<file path="src/rtl/bced_pkg.sv">
// Package for the button click event detector.
// Payload structs, register codes and reset values; no dependencies.
package bced_pkg;

  localparam int unsigned TICK_W = 16;
  localparam int unsigned CFG_IDX_W = 1;

  localparam logic [TICK_W-1:0] AGE_MAX = '1;

  // Register indexes
  localparam logic [CFG_IDX_W-1:0] CFG_DEBOUNCE = 1'b0;
  localparam logic [CFG_IDX_W-1:0] CFG_WINDOW   = 1'b1;

  localparam logic [TICK_W-1:0] DEBOUNCE_RST = 16'd200;
  localparam logic [TICK_W-1:0] WINDOW_RST   = 16'd1000;

  typedef struct packed {
    logic button_down;
    logic ack_press;
  } in_item_t;

  typedef struct packed {
    logic              is_pressed;
    logic              press_event;
    logic              release_event;
    logic              multi_click_event;
    logic              was_pressed;
    logic [TICK_W-1:0] press_count;
    logic [TICK_W-1:0] click_count;
  } out_item_t;

  typedef struct packed {
    logic [CFG_IDX_W-1:0] index;
    logic [TICK_W-1:0]    data;
  } cfg_wr_t;

  typedef struct packed {
    logic [TICK_W-1:0] debounce_ticks;
    logic [TICK_W-1:0] click_window_ticks;
  } cfg_t;

endpackage

</file>
<file path="src/rtl/bced_ifs.sv">
// Valid/ready channel interfaces for the button click event detector.
// Depends on bced_pkg for the payload types.
interface bced_in_if;
  logic               valid;
  logic               ready;
  bced_pkg::in_item_t payload;
  modport source (output valid, output payload, input ready);
  modport sink (input valid, input payload, output ready);
endinterface

interface bced_out_if;
  logic                valid;
  logic                ready;
  bced_pkg::out_item_t payload;
  modport source (output valid, output payload, input ready);
  modport sink (input valid, input payload, output ready);
endinterface

interface bced_cfg_if;
  logic              valid;
  logic              ready;
  bced_pkg::cfg_wr_t payload;
  modport source (output valid, output payload, input ready);
  modport sink (input valid, input payload, output ready);
endinterface

</file>
<file path="src/rtl/bced_cfg.sv">
// Configuration register file for the button click event detector.
// Depends on bced_pkg and bced_ifs.
module bced_cfg (
  input  logic           clk,
  input  logic           rst,
  bced_cfg_if.sink       cfg_ch,
  output bced_pkg::cfg_t cfg
);
  import bced_pkg::*;

  cfg_t regs;

  assign cfg_ch.ready = 1'b1;
  assign cfg = regs;

  always_ff @(posedge clk) begin
    if (rst) begin
      regs.debounce_ticks     <= DEBOUNCE_RST;
      regs.click_window_ticks <= WINDOW_RST;
    end else if (cfg_ch.valid) begin
      unique case (cfg_ch.payload.index)
        CFG_DEBOUNCE: regs.debounce_ticks     <= cfg_ch.payload.data;
        CFG_WINDOW:   regs.click_window_ticks <= cfg_ch.payload.data;
        default: ;
      endcase
    end
  end

endmodule

</file>
<file path="src/rtl/button_click_event_detector_top.sv">
// Top level of the button click event detector: tick state machine and result register.
// Depends on bced_pkg, bced_ifs and bced_cfg.
//
//   channel  | dir  | transaction
//   ---------+------+---------------------------------------------------
//   in_ch    | sink | one 1 ms tick: button_down, ack_press
//   out_ch   | src  | one result per tick: events, flag, press/click counts
//   cfg_ch   | sink | register write: index 0 debounce, 1 click window
//
// For each tick, the next state and the result are formed in a single
// combinational pass from the state registers and land in the result register
// on the accepting edge. A new tick is taken every cycle while the result
// register is empty or being emptied. A stalled output holds its result and
// back-pressures the input. Reset (synchronous) clears the state, the
// counters and the result valid, and restores the register defaults.
module button_click_event_detector_top (
  input logic        clk,
  input logic        rst,
  bced_in_if.sink    in_ch,
  bced_out_if.source out_ch,
  bced_cfg_if.sink   cfg_ch
);
  import bced_pkg::*;

  cfg_t cfg;

  bced_cfg u_cfg (
    .clk    (clk),
    .rst    (rst),
    .cfg_ch (cfg_ch),
    .cfg    (cfg)
  );

  // State
  logic              waiting_release;
  logic [TICK_W-1:0] release_age;
  logic [TICK_W-1:0] click_age;
  logic [TICK_W-1:0] presses;
  logic [TICK_W-1:0] clicks;
  logic              press_flag;

  logic              waiting_release_next;
  logic [TICK_W-1:0] release_age_next;
  logic [TICK_W-1:0] click_age_next;
  logic [TICK_W-1:0] presses_next;
  logic [TICK_W-1:0] clicks_next;
  logic              press_flag_next;

  // Result register
  logic      out_valid;
  out_item_t out_item;
  out_item_t out_item_next;

  logic accept;

  // Aged timers and the window-cleared click count
  logic [TICK_W-1:0] release_aged;
  logic [TICK_W-1:0] click_aged;
  logic [TICK_W-1:0] clicks_kept;
  logic [TICK_W-1:0] clicks_inc;
  logic              flag_set;

  assign in_ch.ready    = !out_valid || out_ch.ready;
  assign accept         = in_ch.valid && in_ch.ready;
  assign out_ch.valid   = out_valid;
  assign out_ch.payload = out_item;

  always_comb begin
    release_aged = (release_age == AGE_MAX) ? AGE_MAX : release_age + 1'b1;
    click_aged   = (click_age == AGE_MAX) ? AGE_MAX : click_age + 1'b1;
    // window expiry only counts while waiting for a press
    clicks_kept  = (clicks != '0 && click_aged >= cfg.click_window_ticks) ? '0 : clicks;
    clicks_inc   = clicks_kept + 1'b1;

    waiting_release_next = waiting_release;
    release_age_next     = release_aged;
    click_age_next       = click_aged;
    presses_next         = presses;
    clicks_next          = clicks;
    flag_set             = press_flag;
    out_item_next        = '0;

    if (!waiting_release) begin
      clicks_next = clicks_kept;
      if (in_ch.payload.button_down) begin
        release_age_next                = '0;
        flag_set                        = 1'b1;
        if (clicks_kept == '0) begin
          click_age_next = '0;
        end
        presses_next                    = presses + 1'b1;
        clicks_next                     = clicks_inc;
        out_item_next.press_event       = 1'b1;
        out_item_next.multi_click_event = (clicks_inc >= TICK_W'(2));
        waiting_release_next            = 1'b1;
      end
    end else begin
      if (in_ch.payload.button_down) begin
        release_age_next = '0;
      end
      // a zero debounce releases on the first tick after the press
      if (release_age_next >= cfg.debounce_ticks) begin
        out_item_next.release_event = 1'b1;
        waiting_release_next        = 1'b0;
      end
    end

    out_item_next.is_pressed  = waiting_release_next;
    out_item_next.was_pressed = flag_set;
    out_item_next.press_count = presses_next;
    out_item_next.click_count = clicks_next;
    // acknowledge clears the flag only after it has been reported
    press_flag_next = flag_set && !in_ch.payload.ack_press;
  end

  always_ff @(posedge clk) begin
    if (rst) begin
      waiting_release <= 1'b0;
      release_age     <= '0;
      click_age       <= '0;
      presses         <= '0;
      clicks          <= '0;
      press_flag      <= 1'b0;
      out_valid       <= 1'b0;
    end else begin
      if (accept) begin
        waiting_release <= waiting_release_next;
        release_age     <= release_age_next;
        click_age       <= click_age_next;
        presses         <= presses_next;
        clicks          <= clicks_next;
        press_flag      <= press_flag_next;
        out_valid       <= 1'b1;
      end else if (out_ch.ready) begin
        out_valid <= 1'b0;
      end
    end
  end

  // payload register, no reset
  always_ff @(posedge clk) begin
    if (accept) begin
      out_item <= out_item_next;
    end
  end

endmodule
</file>
<file path="src/flat_wrapper.sv">
// flat-port wrapper written by rule: the top's interface ports become plain ports
module button_click_event_detector_top_flat import bced_pkg::*;
  (clk, rst, in_ch_valid, in_ch_payload, in_ch_ready, out_ch_valid, out_ch_payload, out_ch_ready, cfg_ch_valid, cfg_ch_payload, cfg_ch_ready);
  bced_in_if in_ch_i ();
  bced_out_if out_ch_i ();
  bced_cfg_if cfg_ch_i ();
  input logic clk;
  input logic rst;
  input wire logic [$bits(in_ch_i.valid)-1:0] in_ch_valid;
  input wire logic [$bits(in_ch_i.payload)-1:0] in_ch_payload;
  output wire logic [$bits(in_ch_i.ready)-1:0] in_ch_ready;
  output wire logic [$bits(out_ch_i.valid)-1:0] out_ch_valid;
  output wire logic [$bits(out_ch_i.payload)-1:0] out_ch_payload;
  input wire logic [$bits(out_ch_i.ready)-1:0] out_ch_ready;
  input wire logic [$bits(cfg_ch_i.valid)-1:0] cfg_ch_valid;
  input wire logic [$bits(cfg_ch_i.payload)-1:0] cfg_ch_payload;
  output wire logic [$bits(cfg_ch_i.ready)-1:0] cfg_ch_ready;
  assign in_ch_i.valid = in_ch_valid;
  assign in_ch_i.payload = in_ch_payload;
  assign in_ch_ready = in_ch_i.ready;
  assign out_ch_valid = out_ch_i.valid;
  assign out_ch_payload = out_ch_i.payload;
  assign out_ch_i.ready = out_ch_ready;
  assign cfg_ch_i.valid = cfg_ch_valid;
  assign cfg_ch_i.payload = cfg_ch_payload;
  assign cfg_ch_ready = cfg_ch_i.ready;
  button_click_event_detector_top u_core (.clk(clk), .rst(rst), .in_ch(in_ch_i), .out_ch(out_ch_i), .cfg_ch(cfg_ch_i));
endmodule
</file>
<file path="config.mk">
export PLATFORM = sky130hd
export DESIGN_NAME = button_click_event_detector_top_flat
export DESIGN_NICKNAME = d
export VERILOG_FILES = /design/src/rtl/bced_pkg.sv /design/src/rtl/bced_ifs.sv /design/src/rtl/bced_cfg.sv /design/src/rtl/button_click_event_detector_top.sv /design/src/flat_wrapper.sv
export SDC_FILE = /design/constraint.sdc
export NUM_CORES = 1
export LEC_CHECK = 0
export BUFFER_PORTS_ARGS = -buffer_cell sky130_fd_sc_hd__buf_2
export CELL_PAD_IN_SITES_DETAIL_PLACEMENT = 2
export CELL_PAD_IN_SITES_GLOBAL_PLACEMENT = 2
export CORE_MARGIN = 2
export CORE_UTILIZATION = 40
export CTS_BUF_LIST = sky130_fd_sc_hd__clkbuf_4 sky130_fd_sc_hd__clkbuf_8
export CTS_CLUSTER_SIZE = 24
export DETAILED_ROUTE_END_ITERATION = 8
export HOLD_SLACK_MARGIN = 0.1
export PLACE_DENSITY_LB_ADDON = 0.12
export SYNTH_ARGS = -nofsm -noshare
export SYNTH_HDL_FRONTEND = slang
export SYNTH_SLANG_ARGS = --single-unit
</file>
<file path="constraint.sdc">
create_clock -name clk -period 10.25 [get_ports clk]
set_clock_uncertainty 0.15 [all_clocks]
set_input_delay 3.075 -clock clk [delete_from_list [all_inputs] [get_ports clk]]
set_output_delay 3.075 -clock clk [all_outputs]
set_load 0.05 [all_outputs]
</file>
Yosys cells after proc, flatten, opt, wreduce, memory -nomap -nowiden. Index checks and enable logic that the tools add are counted.

Register bits after elaboration: 136. Word-level logic and storage cells: 60.

$add $sub $neg: 4. $lt $le $gt $ge: 3. Eq/ne operators: 2. Mux-type cells: 21. Bitwise operators: 2. Reduce and logical (&&, ||, !) cells: 12.

Operators with widths (count): 16-bit 2-to-1 mux (13); 16-bit by 1-bit adder with 16-bit output, second input constant (4); 16-bit == test, second input constant (2); 16-bit >= comparator (2); 16-bit by 2-bit >= comparator with 1-bit output, second input constant (1); 16-bit logical NOT (1); 16-bit nonzero test (1); 1-bit 2-to-1 mux (8); 2-bit AND reduction (2); 1-bit logical AND (3); 1-bit logical NOT (2); 1-bit inverter (2); 2-bit nonzero test (1); 2-bit OR reduction (1); 1-bit logical OR (1).

Logic depth before layout (Yosys ltp). Gate-level depths: netlist of run 1.

Depth after elaboration: 9. Depth in mapped cells: 25. Depth with buffers taken out: 22.

By module. From an unflattened synthesis of run 1, not the netlist that was laid out.

Cells, all modules: 885. Area total of the unflattened synthesis: 7633.6 um^2.

By module, submodules not included: button_click_event_detector_top (times used 1, cells each 757, area each 6299.8 um^2, sequential area each 2452.4 um^2); bced_cfg (times used 1, cells each 128, area each 1333.8 um^2, sequential area each 640.6 um^2).

Worst setup path after synthesis of run 1. Ideal clock, no wire load.

Kind: in2out. Start: input port out_ch_ready. End: output port in_ch_ready. Data arrival time: 3512 ps. Required time: 7025 ps. Slack: 3513 ps. Cell stages on the path: 1. Path through: nand2b_1.

Longest elaborated chain between the ends: 1.

RTL lines: start: declaration (RTL line flat_wrapper.sv:14) `input wire logic [$bits(out_ch_i.ready)-1:0] out_ch_ready;`; 1-bit logical OR (RTL line button_click_event_detector_top.sv:63) `assign in_ch.ready = !out_valid || out_ch.ready;`; end: declaration (RTL line flat_wrapper.sv:11) `output wire logic [$bits(in_ch_i.ready)-1:0] in_ch_ready;`.

No other way between the ends.

Worst setup path in the final report of run 1. Same ends and word-level chain as after synthesis.

==> results of run 1 <==
## worst max-delay path, stage by stage
cell and delay [ps]:
buf_2 70, nand2b_1 140, buf_2 280
## cell type report
type,instances,area (um2)
fill,2020,9834
multi-input combinational,645,3877
sequential,136,3093
timing repair buffer,66,340.3
tap,229,286.5
clock buffer,18,241.5
inverter,44,165.2
clock inverter,14,125.1
## cell usage after synthesis, types with 3 or more instances
master    number  area share, %
nand2_1      151            7.7
dfxtp_1       99             27
a21oi_1       91            6.2
nor2_1        51            2.6
o21ai_0       46            3.1
inv_1         43            2.2
clkbuf_1      38            1.9
ha_1          38            6.5
edfxtp_1      37             15
xnor2_1       29            3.5
nand3_1       25            1.7
xor2_1        24            2.9
and3_1        15            1.3
or3_1         15            1.3
nand4_1       14            1.2
nor3_1        13           0.89
a21o_1        10            1.0
o211ai_1      10            1.0
nand2b_1       9           0.77
o31ai_1        9           0.92
a22o_1         8           0.95
a211o_1        6           0.72
a22oi_1        6           0.61
a31oi_1        6           0.51
and4_1         6           0.72
or2_2          6           0.51
buf_2          5           0.34
o22ai_1        5           0.43
a211oi_1       4           0.41
a32o_1         4           0.55
and2_1         4           0.34
nor2b_1        4           0.34
buf_1          3           0.15
mux2i_1        3           0.41
nor4_1         3           0.26
## how the worst max path moves through the flow
| stage | startpoint | endpoint | slack, ps | cells past startpoint |
|---|---|---|---|---|
| floorplan | out_ch_ready | in_ch_ready | 3510 | 1 |
| global placement | out_ch_ready | in_ch_ready | 3460 | 3 |
| detailed placement | out_ch_ready | in_ch_ready | 3450 | 3 |
| CTS | out_ch_ready | in_ch_ready | 3450 | 3 |
| global route | u_core.click_age[0]$_SDFFE_PP0P_ | u_core.out_ch.payload[33]$_SDFFCE_PP0P_ | 3030 | 21 |
| finish | out_ch_ready | in_ch_ready | 3450 | 3 |
## layer usage
metal | up-vias | track usage, % | share of wire [%]
met1 | 3279 | 27.95 | 43
met2 | 97 | 43.14 | 53
met4 | 0 | 5.263 | 0.54
met5 | - | 0 | 0
li1 | 3127 | - | -
met3 | 8 | 4.990 | 3.2
## metrics by stage
stage | setup slack [ps] | instance area, um2 | std cells | hold WS (ps) | total power (uW)
2_1_floorplan | 3513 | 7343 | 875 | 286.3 | 689.9
3_3_place_gp | 3464 | 7762 | 1120 | 298.9 | 727.0
3_5_place_dp | 3453 | 7762 | 1120 | 303.6 | 733.9
4_1_cts | 3446 | 8129 | 1152 | 313.8 | 1165
5_1_grt | 3025 | 8129 | 1152 | 337.5 | 1201
6_report | 3453 | 8129 | 1152 | 307.0 | 1147
## report_power, final
group	total (uW)	switching (uW)	leakage, uW	internal (uW)
clock	427	232	0.000179	195
combinational	139	104	0.00192	35.0
sequential	581	10.0	0.00117	571
## logic make-up (layout without fill, tap and decap cells)
| logic type | Yosys count | count (layout) |
|---|---|---|
| multiplexers | 5 | 5 |
| flip-flops | 136 | 136 |
| AND/OR/NAND/NOR | 331 | 331 |
| other | 1 | 1 |
| buffers and inverters | 94 | 142 |
| XOR/XNOR | 53 | 53 |
| AO/OA/AOI/OAI | 217 | 217 |
| adder cells (fa/ha/maj) | 38 | 38 |
## state kept, by name (all words and copies together) (netlist names)
| name | flops |
|---|---|
| u_core.press_flag | 1 |
| u_core.u_cfg.cfg | 32 |
| u_core.click_age | 16 |
| u_core.clicks | 16 |
| u_core.presses | 16 |
| u_core.out_ch.payload | 37 |
| u_core.release_age | 16 |
| u_core.out_ch.valid | 1 |
| u_core.waiting_release | 1 |
==> reports/metrics.csv, run 1 <==
stage,metric,value,unit
logic_synthesis,Synth Area in Adders,6.475,%
logic_synthesis,number of flops mapped to enable cells by yosys,37,
global_routing,total track usage,23.44,%
clock_tree,CTS Root Cell,clkbuf_8,
worst_setup_path,Worst EP arrival,3570,ps
floorplan,core footprint,0.01796,mm2
cells_and_area,fin util,45.25,%
floorplan,Starting Density,40.88,%
drt,antenna violation net count after detailed routing,0,
clock_tree,clock latency on the worst-skew pair,460,ps
worst_setup_path,Reg-to-Reg Start,u_core.click_age[0]$_SDFFE_PP0P_,
cells_and_area,"most common cell after layout, fill and taps aside",nand2_1,
floorplan,Vert. Die Dim,139.5,um
drt,Post-Route WL,21830,um
place,port bufs,62,
cells_and_area,most frequent cells in the layout,"150 x nand2_1, 99 x dfxtp_1, 91 x a21oi_1",
logic_synthesis,main combinational cell family by area after synthesis,simple AND/OR/NAND/NOR gates,
logic_synthesis,xor/xnor share of the synthesized area,6.321,%
clock_tree,H-tree depth,4,
timing,Rel. slew slack,22.89,%
logic_synthesis,#FFs+latches synth,136,
drt,drt drc,0,
logic_synthesis,Synth Area in Compound Gates,18.01,%
clock_tree,Clock Pin Slew Worst Setup and Hold Paths,70,ps
worst_setup_path,Worst R2R End,u_core.out_ch.payload[33]$_SDFFCE_PP0P_,
logic_synthesis,Syn Nets,937,
logic_synthesis,Post-synth top flop,dfxtp_1,
drt,Initial DRC Count,310,
clock_tree,Max clock buf depth,2,
logic_synthesis,mux cell area share after synthesis,0.7156,%
logic_synthesis,Mapped Cells,875,
floorplan,Die Footprint,0.01946,mm2
cells_and_area,Final #Nets,972,
timing,final hold vios,0,
hold_path,HP Start,u_core.u_cfg.cfg[12]$_SDFFE_PP0P_,
clock_tree,clock sinks,136,
place,post-DP HPWL,15520,um
logic_synthesis,Post-Syn Area per Cell,8.392,um2
floorplan,Rows,49,
global_routing,vias in the first global route,7203,
clock_tree,Post-CTS Setup Bufs,0,
status,outcome,"finished, final reports clean",
place,Routability Congestion,0.7949,
timing,"Slew Viols, Final",0,
clock_tree,CTS Buf Count,17,
clock_tree,hold_buf cts,0,
logic_synthesis,"Seq/Total Area, Yosys",42.12,%
global_routing,antenna violations before repair,0,
job,Max Cap Viol,0,
power,Leakage,0.003276,uW
cells_and_area,ratio of cells with drive above 1 in the final layout,12.68,%
worst_setup_path,Setup Crit Path Kind,in2out,
cells_and_area,area delta synth->final,10.70,%
timing,Final period util,66.31,%
logic_synthesis,YS warnings,0,
worst_setup_path,Reg2Reg Depth,21,
timing,post-route minimum period,6797,ps
cells_and_area,Antenna Cells,0,
drt,TritonRoute pass-1 iters,6,
logic_synthesis,synthesized cell area,0.007343,mm2
logic_synthesis,post-synthesis cell type count,63,
drt,average wire per standard cell,18.95,um
worst_setup_path,Worst Path Required,7030,ps
floorplan,Top Ports,64,
power,peak supply drop,0.00009796,V
power,Pwr Density,141.1,mW/mm2
worst_setup_path,"Max FO, Critical Path",3,
logic_synthesis,"FFs w/ async S/R, synth",0,%
logic_synthesis,simple-gate portion of the synthesized area,21.20,%
floorplan,Die W,139.5,um
hold_path,hold endpoint,u_core.u_cfg.cfg[12]$_SDFFE_PP0P_,
timing,worst-margin pin slew,1154,ps
timing,RSZ-0062 raised after global routing,no,
drt,Via density,5.652,
timing,"Setup violations, final",0,
worst_setup_path,startpoint types,input port,
global_routing,global route overflow,0,
timing,Max Clock Freq,147.1,MHz
hold_path,min-delay worst type,reg2reg,
clock_tree,post-CTS sizing,0,
clock_tree,CTS tree,done,
global_routing,first-pass GRT wire length,36870,um
timing,setup TNS,0,ps
drt,via count,6511,
global_routing,largest net degree at the start of global routing,87,
worst_setup_path,flop2flop setup slack,3510,ps
worst_setup_path,Worst Setup End Kind,primary output,
hold_path,Worst Hold Depth,2,
(Power assumes the default switching activity.)
==> run 2, diff against run 1 <==
Settings changed: CORE_UTILIZATION 40 to 34.
Clock period 10.25 ns to 6.15 ns, I/O delays scaled along.
==> run 2 against run 1 <==
Against the previous run:
- worst setup slack got worse by 3000 ps
- cell count rose by 4.4%
- die area rose by 17%
- combinational power rose by 70%
- cell area rose by 1.6%
- sequential cell count did not move
- sequential power rose by 66%
- highest routed layer unchanged
==> reports/metrics.csv, run 2 (synthesized netlist as in run 1, its figures left out) <==
stage,metric,value,unit
worst_setup_path,flop2flop setup slack,500,ps
drt,TritonRoute pass-1 iters,4,
global_routing,global route overflow,0,
clock_tree,H-tree depth,4,
floorplan,Vert. Die Dim,151.0,um
cells_and_area,"most common cell after layout, fill and taps aside",nand2_1,
cells_and_area,fin util,39.17,%
clock_tree,clock sinks,136,
floorplan,core footprint,0.02109,mm2
timing,Max Clock Freq,176.9,MHz
clock_tree,CTS tree,done,
clock_tree,hold_buf cts,0,
floorplan,Die Footprint,0.02279,mm2
global_routing,vias in the first global route,7214,
drt,Via density,5.421,
timing,Final period util,91.91,%
timing,Rel. slew slack,22.03,%
cells_and_area,number of fill cells,2407,
hold_path,HP Start,u_core.u_cfg.cfg[28]$_SDFFE_PP0P_,
cells_and_area,register area,0.003093,mm2
timing,RSZ-0062 raised after global routing,no,
worst_setup_path,Worst R2R End,u_core.out_ch.payload[33]$_SDFFCE_PP0P_,
floorplan,Rows,53,
timing,post-route minimum period,5653,ps
global_routing,largest net degree at the start of global routing,56,
floorplan,Top Ports,64,
power,Leakage,0.003326,uW
worst_setup_path,Worst Setup End Kind,register,
clock_tree,Max clock buf depth,2,
status,outcome,"finished, final reports clean",
job,Max Cap Viol,0,
cells_and_area,Largest register FFs,37,
drt,Initial DRC Count,187,
worst_setup_path,Worst Path Required,6220,ps
drt,drt drc,0,
place,Routability Congestion,0.8224,
worst_setup_path,Worst EP arrival,5730,ps
power,peak supply drop,0.0001230,V
drt,antenna violation net count after detailed routing,0,
cells_and_area,area delta synth->final,12.49,%
timing,worst-margin pin slew,1167,ps
power,Pwr Density,237.8,mW/mm2
place,post-DP HPWL,16060,um
drt,via count,6521,
power,Logic pwr share,12.0,%
cells_and_area,Antenna Cells,0,
drt,Post-Route WL,22380,um
global_routing,total track usage,20.75,%
worst_setup_path,Reg-to-Reg Start,u_core.click_age[0]$_SDFFE_PP0P_,
power,sequential share of power,49.2,%
cells_and_area,footprint of the multi-input gates,0.003890,mm2
cells_and_area,ratio of cells with drive above 1 in the final layout,13.36,%
power,Clock power frac,38.8,%
global_routing,antenna violations before repair,0,
clock_tree,Clock Pin Slew Worst Setup and Hold Paths,100,ps
timing,setup TNS,0,ps
floorplan,Die W,151.0,um
clock_tree,clock latency on the worst-skew pair,460,ps
timing,"Slew Viols, Final",0,
clock_tree,CTS Root Cell,clkbuf_8,
global_routing,first-pass GRT wire length,37000,um
hold_path,min-delay worst type,reg2reg,
worst_setup_path,Reg2Reg Depth,23,
worst_setup_path,"Max FO, Critical Path",21,
power,Switch Pwr,618.5,uW
drt,average wire per standard cell,18.61,um
power,Internal,1346,uW
power,Sw Ratio,31.48,%
cells_and_area,most frequent cells in the layout,"150 x nand2_1, 99 x dfxtp_1, 91 x a21oi_1",
place,port bufs,62,
hold_path,hold endpoint,u_core.u_cfg.cfg[28]$_SDFFE_PP0P_,
cells_and_area,Final #Nets,977,
worst_setup_path,startpoint types,register,
hold_path,Worst Hold Depth,2,
clock_tree,CTS Buf Count,17,
timing,final hold vios,0,
floorplan,Starting Density,34.82,%
worst_setup_path,Setup Crit Path Kind,reg2reg,
timing,"Setup violations, final",0,
-- run 2: changes by cell type in the layout (fill, tap and decap cells not counted), sizes merged --
cell,before,now
buf,66,71
clkbuf,18,17
clkinv,6,2
clkinvlp,4,3
inv,47,53
-- run 2: what timing repair did --
action                                  CTS  global route
endpoints found under the setup margin    0             3
resized for setup                         0             3
buffers inserted                          0             0
-- run 2: area by class of cell --
| cell class | count | area share, % |
|---|---|---|
| Tap cell | 275 | 4.165 |
| Inverter | 44 | 1.999 |
| Timing Repair Buffer | 71 | 4.574 |
| Clock inverter | 15 | 1.893 |
| Clock buffer | 17 | 2.832 |
| Sequential cell | 136 | 37.44 |
| Multi-Input combinational cell | 645 | 47.09 |
-- run 2: critical path, stage by stage (launching register included) --
cell,delay (ps)
dfxtp_1,430
ha_1,280
nand3_2,180
nor3_4,290
nand4_1,250
or3_1,420
buf_4,220
o21a_1,140
nand2_1,70
ha_1,230
nand4_1,140
nor3_1,70
or3_1,410
a211oi_4,310
nand2_1,150
inv_1,120
ha_1,270
and3_2,320
xnor2_1,150
and2_0,160
mux2i_1,70
a21oi_1,160
a41oi_1,130
a221o_1,290
-- run 2: per-stage QoR --
stage,hold WS [ps],area (um2),setup slack [ps],power [uW],std cells
4_1_cts,317.7,8248,276.1,1995,1203
2_1_floorplan,286.3,7343,796.1,1150,875
3_3_place_gp,299.5,7858,671.9,1217,1171
5_1_grt,336.1,8260,19.39,2061,1203
6_report,313.8,8260,497.4,1964,1203
3_5_place_dp,304.4,7858,297.6,1227,1171
-- run 2: power groups by stage --
stage                     logic (uW)  registers, uW  clock network, uW
after floorplan                  111           1040                  0
after global placement           230            986                  0
after detailed placement         239            989                  0
after CTS                        240            968                787
after global routing             259            972                830
final                            236            967                761
-- run 2: how the worst max path moves through the flow --
stage	start	endpoint	slack, ps
2_1_floorplan	u_core.click_age[0]$_SDFFE_PP0P_	u_core.out_ch.payload[33]$_SDFFCE_PP0P_	800
3_3_place_gp	u_core.click_age[0]$_SDFFE_PP0P_	u_core.out_ch.payload[33]$_SDFFCE_PP0P_	670
3_5_place_dp	u_core.click_age[0]$_SDFFE_PP0P_	u_core.out_ch.payload[33]$_SDFFCE_PP0P_	300
4_1_cts	u_core.click_age[0]$_SDFFE_PP0P_	u_core.out_ch.payload[33]$_SDFFCE_PP0P_	280
5_1_grt	u_core.click_age[0]$_SDFFE_PP0P_	u_core.out_ch.payload[33]$_SDFFCE_PP0P_	20
6_report	u_core.click_age[0]$_SDFFE_PP0P_	u_core.out_ch.payload[33]$_SDFFCE_PP0P_	500
-- run 2: metal layers --
metal	track usage (%)	vias to the layer above	wire length, um
met3	3.735	26	715
met4	5.514	0	290
met2	37.14	105	11270
li1	-	3132	-
met1	25.65	3258	10110
met5	0	-	0
==> run 3, diff against run 2 <==
Settings changed: ABC_AREA set to 1, CORE_UTILIZATION 34 to 33.
==> run 3 against run 2 <==
Against the previous run:
- first-iteration DRC count up 32%
- critical path type unchanged
- combinational power grew 55%
- largest cell class unchanged
- critical endpoint unchanged
- global-route usage is 2.2 points lower
==> reports/metrics.csv, run 3 <==
stage,metric,value,unit
logic_synthesis,ranking of synthesized cells by area,"dfxtp_1 27%, edfxtp_1 15%, inv_1 7.3%",
cells_and_area,fin cells,1297,
cells_and_area,most frequent cells in the layout,"143 x inv_1, 134 x nand2_1, 100 x a21oi_1",
timing,Final period util,87.61,%
worst_setup_path,cell family with most CP delay,simple AND/OR/NAND/NOR gates,
worst_setup_path,Worst EP arrival,5450,ps
clock_tree,H-tree depth,4,
logic_synthesis,number of flops mapped to enable cells by yosys,37,
timing,post-route minimum period,5388,ps
place,post-DP HPWL,15600,um
cells_and_area,Largest register FFs,37,
logic_synthesis,"FFs w/ async S/R, synth",0,%
worst_setup_path,Setup Crit Path Kind,reg2reg,
worst_setup_path,Worst Setup End Kind,register,
global_routing,largest net degree at the start of global routing,58,
clock_tree,Max clock buf depth,2,
hold_path,HP Start,u_core.u_cfg.cfg[30]$_SDFFE_PP0P_,
global_routing,first-pass GRT wire length,35380,um
worst_setup_path,CP peak stage delay,390,ps
global_routing,antenna violations before repair,0,
worst_setup_path,Crit path depth,28,
cells_and_area,Final #Nets,1066,
drt,via count,6548,
hold_path,hold endpoint,u_core.u_cfg.cfg[30]$_SDFFE_PP0P_,
logic_synthesis,Yosys top cell area share,26.82,%
drt,WL met1,10040,um
hold_path,Worst Hold Depth,2,
cells_and_area,Antenna Cells,0,
worst_setup_path,startpoint types,register,
drt,TritonRoute pass-1 iters,4,
power,Pwr Density,262.9,mW/mm2
floorplan,Rows,54,
timing,Max Clock Freq,185.6,MHz
floorplan,Starting Density,33.76,%
cells_and_area,Finished Cell Area,0.008333,mm2
job,Max Cap Viol,0,
timing,"Slew Viols, Final",0,
hold_path,min-delay worst type,reg2reg,
logic_synthesis,Post-Syn Area per Cell,7.723,um2
power,Switch Pwr,725.3,uW
drt,antenna violation net count after detailed routing,0,
worst_setup_path,flop2flop setup slack,760,ps
place,port bufs,62,
power,Internal,1466,uW
drt,Via density,5.049,
logic_synthesis,#FFs+latches synth,136,
place,Routability Congestion,0.7450,
drt,Post-Route WL,21280,um
clock_tree,post-CTS sizing,0,
floorplan,Die Footprint,0.02361,mm2
clock_tree,Clock Pin Slew Worst Setup and Hold Paths,100,ps
worst_setup_path,"Max FO, Critical Path",24,
logic_synthesis,post-synthesis cell type count,43,
global_routing,total track usage,18.54,%
global_routing,global route overflow,0,
power,Sw Ratio,33.10,%
cells_and_area,footprint of the multi-input gates,0.003516,mm2
worst_setup_path,Buf/Inv on CP,2,
timing,setup TNS,0,ps
drt,Met2 Routed Length,10580,um
logic_synthesis,YS warnings,0,
logic_synthesis,Syn Nets,1019,
timing,final hold vios,0,
cells_and_area,area delta synth->final,12.75,%
drt,Initial DRC Count,246,
power,Logic pwr share,16.6,%
power,Clock power frac,36.5,%
cells_and_area,"most common cell after layout, fill and taps aside",inv_1,
worst_setup_path,Worst Path Required,6210,ps
clock_tree,hold_buf cts,0,
logic_synthesis,Post-synth top flop,dfxtp_1,
status,outcome,"finished, final reports clean",
global_routing,vias in the first global route,6988,
clock_tree,clock sinks,136,
clock_tree,CTS tree,done,
cells_and_area,number of fill cells,2582,
clock_tree,clock latency on the worst-skew pair,460,ps
worst_setup_path,Most Frequent Cell on Critical Path,nor2_1,
floorplan,Top Ports,64,
cells_and_area,ratio of cells with drive above 1 in the final layout,13.67,%
timing,Hold WS,315.9,ps
clock_tree,CTS Root Cell,clkbuf_8,
drt,met3 wire len,447,um
worst_setup_path,Reg-to-Reg Start,u_core.click_age[0]$_SDFFE_PP0P_,
logic_synthesis,"Seq/Total Area, Yosys",41.85,%
timing,Rel. slew slack,51.17,%
drt,DR top layer,met4,
floorplan,core footprint,0.02189,mm2
worst_setup_path,Worst R2R End,u_core.out_ch.payload[33]$_SDFFCE_PP0P_,
cells_and_area,register area,0.003093,mm2
logic_synthesis,largest area contributor in the netlist,dfxtp_1,
timing,"Setup violations, final",0,
worst_setup_path,Reg2Reg Depth,28,
worst_setup_path,crit path from,u_core.click_age[0]$_SDFFE_PP0P_,
place,Placed Cells incl. Taps,1265,
drt,drt drc,0,
power,peak supply drop,0.0001369,V
logic_synthesis,Mapped Cells,957,
clock_tree,Post-CTS Setup Bufs,0,
timing,worst-margin pin slew,729.7,ps
power,Leakage,0.003794,uW
logic_synthesis,synth cell count leaders,"144 x inv_1, 135 x nand2_1, 100 x a21oi_1, 99 x dfxtp_1, 92 x o21ai_0",
power,sequential share of power,46.8,%
cells_and_area,fin util,38.07,%
floorplan,Vert. Die Dim,153.7,um
clock_tree,CTS Buf Count,17,
logic_synthesis,synthesized cell area,0.007391,mm2
timing,RSZ-0062 raised after global routing,no,
place,placed cell area,0.007920,mm2
worst_setup_path,CP max-delay cell,nand2_2,
drt,average wire per standard cell,16.41,um
floorplan,Die W,153.7,um
logic_synthesis,most common cell in the netlist,inv_1,
[run 3: worst max-delay path by stage]
stage / to / slack, ps
6_report: u_core.out_ch.payload[33]$_SDFFCE_PP0P_ / 760
5_1_grt: u_core.out_ch.payload[33]$_SDFFCE_PP0P_ / 190
4_1_cts: u_core.out_ch.payload[33]$_SDFFCE_PP0P_ / 760
3_5_place_dp: u_core.out_ch.payload[33]$_SDFFCE_PP0P_ / 820
3_3_place_gp: u_core.out_ch.payload[33]$_SDFFCE_PP0P_ / 1110
2_1_floorplan: u_core.out_ch.payload[0]$_DFFE_PP_ / 1560
[run 3: tightest hold or removal path: stages, from the launching register on]
cell and delay [ps]:
dfxtp_1 310, inv_1 60, a21oi_1 60
[run 3: kinds of logic (layout without fill, tap and decap cells)]
logic type	after synthesis	in the layout	share of synthesized area [%]
and+or+nand+nor	305	305	19.20
buffers and inverters	201	261	10.61
adders and majority gates	38	38	6.433
AOI/OAI and AO/OA	238	238	17.35
xor gates and xnor gates	38	38	4.503
other	1	1	0.05074
DFF	136	136	41.85
[run 3: per-stage QoR]
step           power (uW)  setup slack (ps)
5_1_grt              2311             192.7
3_5_place_dp         1417             820.1
3_3_place_gp         1405              1113
6_report             2191             761.7
4_1_cts              2233             758.8
2_1_floorplan        1306              1555
[run 3: power groups by stage]
stage	Combinational, uW	Sequential, uW	Clock (uW)
floorplan	194	1110	0
global placement	361	1040	0
detailed placement	370	1050	0
CTS	373	1030	833
global route	412	1030	865
finish	365	1030	801
[run 3: final cells by class]
type | instances | area share, %
clock buffers | 17 | 2.808
well taps | 280 | 4.204
multi-input cells | 620 | 42.19
clock inverters | 15 | 2.147
repair buffers | 68 | 4.264
flip-flops and latches | 136 | 37.12
inverters | 161 | 7.267
[run 3: metal layers]
metal | vias up | global-route usage, %
met5 | - | 0
met4 | 0 | 5.111
met3 | 15 | 2.875
met2 | 63 | 32.74
met1 | 3214 | 23.49
li1 | 3256 | -
